## src/rtl/core/ihte_pkg.sv

```systemverilog
// Package for the interval histogram tempo estimator.
// Holds word types, codes, fixed widths and arithmetic constants.
// No dependencies; every other file of the block but ihte_stream_if uses it.
`default_nettype none

package ihte_pkg;

	// Default histogram depth, one bin per millisecond of period.
	localparam int HIST_BINS_DEF = 2000;

	// Fixed field widths.
	localparam int ONSET_W   = 32;
	localparam int TEMPO_W   = 23;
	localparam int STATUS_W  = 2;
	localparam int BPM_W     = 9;
	localparam int CFG_IDX_W = 1;
	localparam int CNT_W     = 16;

	// Register indexes of the configuration port.
	localparam logic [CFG_IDX_W-1:0] CFG_MIN_BPM = 1'b0;
	localparam logic [CFG_IDX_W-1:0] CFG_MAX_BPM = 1'b1;

	// Register reset values.
	localparam logic [BPM_W-1:0] MIN_BPM_RST = 9'd60;
	localparam logic [BPM_W-1:0] MAX_BPM_RST = 9'd200;

	// Result status codes.
	localparam logic [STATUS_W-1:0] STATUS_OK          = 2'd0;
	localparam logic [STATUS_W-1:0] STATUS_FEW_ONSETS  = 2'd1;
	localparam logic [STATUS_W-1:0] STATUS_NO_INTERVAL = 2'd2;

	// Onset counter saturates once four onsets are seen.
	localparam int COUNT_W = 3;
	localparam logic [COUNT_W-1:0] COUNT_FULL = 3'd4;

	// Valid gap window in microseconds (both bounds exclusive).
	localparam logic [ONSET_W-1:0] GAP_LOW_US  = 32'd200000;
	localparam logic [ONSET_W-1:0] GAP_HIGH_US = 32'd2000000;
	localparam int GAP_W = 21;

	// Microseconds to milliseconds: multiply by ceil(2^30 / 1000), keep bits 30 and up.
	// Exact for every gap below about six million.
	localparam int RECIP_W     = 21;
	localparam int RECIP_SHIFT = 30;
	localparam logic [RECIP_W-1:0] MS_RECIP = 21'd1073742;
	localparam int MS_W = 11;

	// Spread of one gap: nine taps around the center bin, weights 2..10..2.
	localparam int TAP_W = 4;
	localparam logic [TAP_W-1:0] TAP_LAST   = 4'd8;
	localparam logic [TAP_W-1:0] TAP_CENTER = 4'd4;

	// Period search.
	localparam int SBIN_W  = 16;
	localparam int SCORE_W = 17;

	// Tempo conversion constants.
	localparam int MS_PER_MIN     = 60000;
	localparam int HALF_TIME_LOW  = 62;
	localparam int HALF_TIME_HIGH = 68;
	localparam int BPM_CEILING    = 200;

	// Divider dividend width, the numerator for the period limits and the Q8 tempo numerators.
	localparam int NUM_W = 25;
	localparam logic [NUM_W-1:0] NUM_MS_PER_MIN = 25'd60000;
	localparam logic [NUM_W-1:0] NUM_HALF_Q8    = 25'd7680000;
	localparam logic [NUM_W-1:0] NUM_BASE_Q8    = 25'd15360000;
	localparam logic [NUM_W-1:0] NUM_DOUBLE_Q8  = 25'd30720000;

	// Input word.
	typedef struct packed {
		logic [ONSET_W-1:0] onset_time_us;
		logic               last_onset;
	} onset_word_t;

	// Result word.
	typedef struct packed {
		logic [TEMPO_W-1:0]  tempo_bpm_q8;
		logic [STATUS_W-1:0] status;
	} tempo_word_t;

	// Divider status toward the controller.
	typedef struct packed {
		logic busy;
		logic done;
	} div_stat_t;

	// Controller states.
	typedef enum logic [3:0] {
		ST_CLEAR,
		ST_IDLE,
		ST_BIN,
		ST_ACC,
		ST_ACC_END,
		ST_DECIDE,
		ST_DIV_LO,
		ST_DIV_HI,
		ST_SEARCH,
		ST_SEARCH_END,
		ST_DIV_TEMPO,
		ST_EMIT
	} state_t;

	// Read phase of one candidate bin during the search.
	typedef enum logic [1:0] {
		PH_SELF,
		PH_HALF,
		PH_DOUBLE
	} phase_t;

endpackage

`default_nettype wire

```

## src/rtl/core/ihte_div.sv

```systemverilog
// Restoring divider, one quotient bit per cycle, shared by the estimator.
// Depends on ihte_pkg for the dividend width and the status struct.
`default_nettype none

module ihte_div #(
	parameter int DEN_W = 11
) (
	input  wire                          clk,
	input  wire                          arst_n,
	input  wire                          start,
	input  wire [ihte_pkg::NUM_W-1:0]    dividend,
	input  wire [DEN_W-1:0]              divisor,
	output ihte_pkg::div_stat_t          stat,
	output logic [ihte_pkg::NUM_W-1:0]   quotient
);

	localparam int STEP_W = $clog2(ihte_pkg::NUM_W + 1);

	logic                       busy_q;
	logic                       done_q;
	logic [STEP_W-1:0]          step_q;
	logic [DEN_W-1:0]           den_q;
	logic [DEN_W-1:0]           rem_q;
	logic [ihte_pkg::NUM_W-1:0] quo_q;

	logic [DEN_W:0]             rem_sh;
	logic [DEN_W:0]             rem_sub;
	logic                       fits;

	// One restoring step: shift in the next dividend bit, subtract when it fits.
	always_comb begin
		rem_sh  = {rem_q, quo_q[ihte_pkg::NUM_W-1]};
		fits    = rem_sh >= {1'b0, den_q};
		rem_sub = rem_sh - {1'b0, den_q};
	end

	// Control: run for one step per dividend bit, pulse done at the end.
	always_ff @(posedge clk or negedge arst_n) begin
		if (!arst_n) begin
			busy_q <= 1'b0;
			done_q <= 1'b0;
			step_q <= '0;
		end else begin
			done_q <= 1'b0;
			if (start && !busy_q) begin
				busy_q <= 1'b1;
				step_q <= STEP_W'(ihte_pkg::NUM_W);
			end else if (busy_q) begin
				step_q <= step_q - 1'b1;
				if (step_q == STEP_W'(1)) begin
					busy_q <= 1'b0;
					done_q <= 1'b1;
				end
			end
		end
	end

	// Datapath: the quotient shifts in where the dividend shifts out.
	always_ff @(posedge clk) begin
		if (start && !busy_q) begin
			den_q <= divisor;
			rem_q <= '0;
			quo_q <= dividend;
		end else if (busy_q) begin
			rem_q <= fits ? rem_sub[DEN_W-1:0] : rem_sh[DEN_W-1:0];
			quo_q <= {quo_q[ihte_pkg::NUM_W-2:0], fits};
		end
	end

	assign stat.busy = busy_q;
	assign stat.done = done_q;
	assign quotient  = quo_q;

endmodule

`default_nettype wire

```

## config.mk

```make
export PLATFORM = sky130hd
export DESIGN_NAME = ihte_div
export DESIGN_NICKNAME = d
export VERILOG_FILES = /design/src/rtl/core/ihte_pkg.sv /design/src/rtl/core/ihte_div.sv
export SDC_FILE = /design/constraint.sdc
export NUM_CORES = 1
export LEC_CHECK = 0
export BUFFER_PORTS_ARGS = -buffer_cell sky130_fd_sc_hd__buf_2
export CORE_ASPECT_RATIO = 0.5
export CORE_UTILIZATION = 55
export DETAILED_ROUTE_END_ITERATION = 12
export HOLD_SLACK_MARGIN = 0.05
export PLACE_DENSITY_LB_ADDON = 0.1
export SYNTH_ARGS = -nofsm -noshare
export SYNTH_HDL_FRONTEND = slang
export SYNTH_SLANG_ARGS = --single-unit
```

## constraint.sdc

```tcl
create_clock -name clk -period 5 [get_ports clk]
set_input_delay 0.25 -clock clk [delete_from_list [all_inputs] [get_ports clk]]
set_output_delay 0.25 -clock clk [all_outputs]
set_load 0.02 [all_outputs]
```

==> summary.txt <==
Global route
  – Pin count of the biggest net entering global routing: 38
  – Vias in the first global route: 1,846
  – GRT Overall Usage: 21.55%
  – GR Overflow Total: 0
  – First-pass GRT wire length: 8369 µm
  – Initial antenna violation count: 0

Clocking
  – H-tree level count: 2
  – Reg clk slew, reported paths: 0.10 ns
  – TritonCTS clock tree: done
  – Hold Buf Count CTS: 1
  – Post-CTS Setup Bufs: 0
  – Worst-Skew Late Latency: 0.31 ns
  – Cts bufs inserted: 5
  – Clock Sink Count: 54
  – Clock Tree Buf Depth: 2
  – Root Driver: clkbuf_8
  – Post-CTS Resized: 0

Worst setup path
  – Worst R2R End: rem_q[4]
  – FF-to-FF setup slack: 2.44 ns
  – Arr. time, crit path: 2.75 ns
  – Critical path peak fanout: 17
  – Startpoint types: flop
  – WS Path Type: reg -> reg
  – Crit end category: flop
  – Critical path data required time: 5.19 ns
  – Worst R2R Start: quotient[24]
  – Reg2Reg Depth: 9

STA
  – Fmax: 390.0 MHz
  – Slew of the pin with the lowest slew margin: 1.093 ns
  – Clk_skew: 0.006536 ns
  – Period utilization: 51.29%
  – RSZ-0062 raised after global routing: false
  – Final setup fails: 0
  – Total Neg Setup Slack: 0 ns
  – Slew headroom: 27.04%
  – Final hold viol count: 0
  – Max-slew violation count: 0
  – Tmin final: 2.564 ns

Floorplanning
  – Initial Utilization: 59.91%
  – Core area: 4594 µm²
  – Row count: 17
  – I/O pin total: 66
  – Die Y: 52.03 µm
  – Die ar.: 5309 µm²
  – Die W: 102.0 µm

Min path
  – HP Class: in -> reg
  – Hold Path Cell Cnt: 1
  – Hold path endpoint: den_q[10]
  – Hold Path Origin: divisor[10]

Placed design
  – I/O Buffers: 65
  – Detailed-placement wirelength estimate: 3636 µm
  – RD Place Congestion: 0.8087

Logic synthesis
  – Post-Syn Area per Cell: 12.02 µm²
  – Synth top area share: 39.27%
  – Sequential element share of the synthesized area: 53.64%
  – Synth area leader: edfxtp_1
  – Synth Register Bits: 54
  – Netlist cell types: 47
  – Async set-reset flop share out of synthesis: 12.96%
  – Synth warnings: 0
  – Top_reg_cell synth: edfxtp_1
  – Most area-consuming cells after synthesis: edfxtp_1, mux2_2, dfxtp_1
  – Cell area after synthesis: 2753 µm²
  – Syn_nets: 282
  – Cells after synthesis: 229
  – EDFF count, synth: 36

Power and ir drop
  – LEAKAGE: 1.388 nW
  – Cell area power density: 689.3 nW/µm²
  – VDD IR max: 369.0 µV
  – Final Power: 0.002214 W

Cells and area
  – Area of the multi-input gates: 1141 µm²
  – Share of cells above drive strength 1: 34.93%
  – Layout area overhead: 16.68%
  – Fillers: 355
  – Antenna cells: 0
  – Commonest non-fill, non-tap cell in the layout: buf_2
  – Final Net Count: 344
  – Most frequent cells in the layout: buf_2, edfxtp_1, mux2_2
  – Sequential Area: 1476 µm²

Route
  – DRC viols: 0
  – First-pass DRT Iterations: 4
  – Final wirelength: 5176 µm
  – DR iter-0 viols: 90
  – Number of routed nets with antenna violations: 0
  – Vias per cell: 5.405
  – Overall via count from detail_route: 1,935
  – DR WL/cell: 14.46 µm

Run status
  – Status: finished clean

Run
  – Maxcap violations: 0
## layer usage
metal  GRT usage, %  vias to the layer above  share of wire (%)
met5              0                        -                  0
met4          7.143                        0               0.85
met3          8.065                        4                7.9
met2          32.66                       53                 42
met1          28.62                      906                 49
li1               -                      972                  -
## layout make-up
| cell class | instances | share of cell area (%) |
|---|---|---|
| clock buffer | 5 | 2.143 |
| clock inverter | 3 | 1.247 |
| inverter | 18 | 2.104 |
| multi-input combinational | 146 | 35.53 |
| sequential | 54 | 45.97 |
| tap | 66 | 2.571 |
| timing repair buffer | 66 | 10.44 |
## worst max-delay path: stages (launching register included)
cell and delay, ns:
edfxtp_1 0.39, inv_1 0.09, ha_1 0.19, fa_1 0.22, and2b_1 0.21, o31a_4 0.29
o21ai_2 0.22, a211o_1 0.52, mux2i_1 0.25, o21ai_1 0.08
## state kept, by name, summed over array words and instances, names as in the netlist
signal	flops
quotient	25
den_q	11
busy_q	1
rem_q	11
done_q	1
step_q	5
## cell usage after synthesis, types with 3 or more instances
cell / instances
nand2_1: 13
ha_1: 13
a21oi_1: 6
o21a_1: 3
nand3_1: 5
o21ai_1: 6
xor2_1: 3
mux2_2: 24
nor3_1: 4
dfxtp_1: 11
nor2_1: 16
edfxtp_1: 36
dfrtp_1: 7
xnor2_1: 5
inv_1: 18
a32oi_1: 6
buf_2: 6
o21ai_0: 8
mux2i_1: 4
## through the flow
step / worst slack [ns] / cell area, µm² / hold slack [ns] / std cells / util, %
floorplan: 2.548 / 2753 / -0.04559 / 229 / -
global placement: 2.528 / 3093 / 0.08466 / 349 / 67.32
detailed placement: 2.453 / 3093 / 0.08764 / 349 / 67.32
CTS: 2.432 / 3212 / 0.1015 / 358 / 69.91
global route: 2.122 / 3212 / 0.09173 / 358 / 69.91
finish: 2.436 / 3212 / 0.1115 / 358 / 69.91
## cell families (layout without fill, tap and decap cells)
group,count (synthesis),after routing,synth area share (%)
flip-flops,54,54,53.64
AND/OR/NAND/NOR,49,49,8.410
AO/OA/AOI/OAI,47,47,12.32
buffers and inverters,29,92,5.181
multiplexers,28,28,11.27
adder cells (fa/ha/maj),14,14,6.637
XOR/XNOR,8,8,2.546
## power breakdown
group	switching, W	internal (W)	total (W)
Clock	0.000141	0.000148	0.000289
Combinational	0.000596	0.000484	0.00108
Sequential	0.000130	0.000715	0.000845
Total	0.000868	0.00135	0.00221
## how the worst max path moves through the flow
stage | to | from | slack [ns] | cells after the start
finish | rem_q[4] | quotient[24] | 2.44 | 9
global route | step_q[0] | busy_q | 2.12 | 4
CTS | rem_q[4] | quotient[24] | 2.43 | 9
detailed placement | quotient[0] | quotient[24] | 2.45 | 8
global placement | rem_q[1] | quotient[24] | 2.53 | 9
floorplan | rem_q[7] | quotient[24] | 2.55 | 11
No activity file was read; power rests on OpenSTA's default activity.
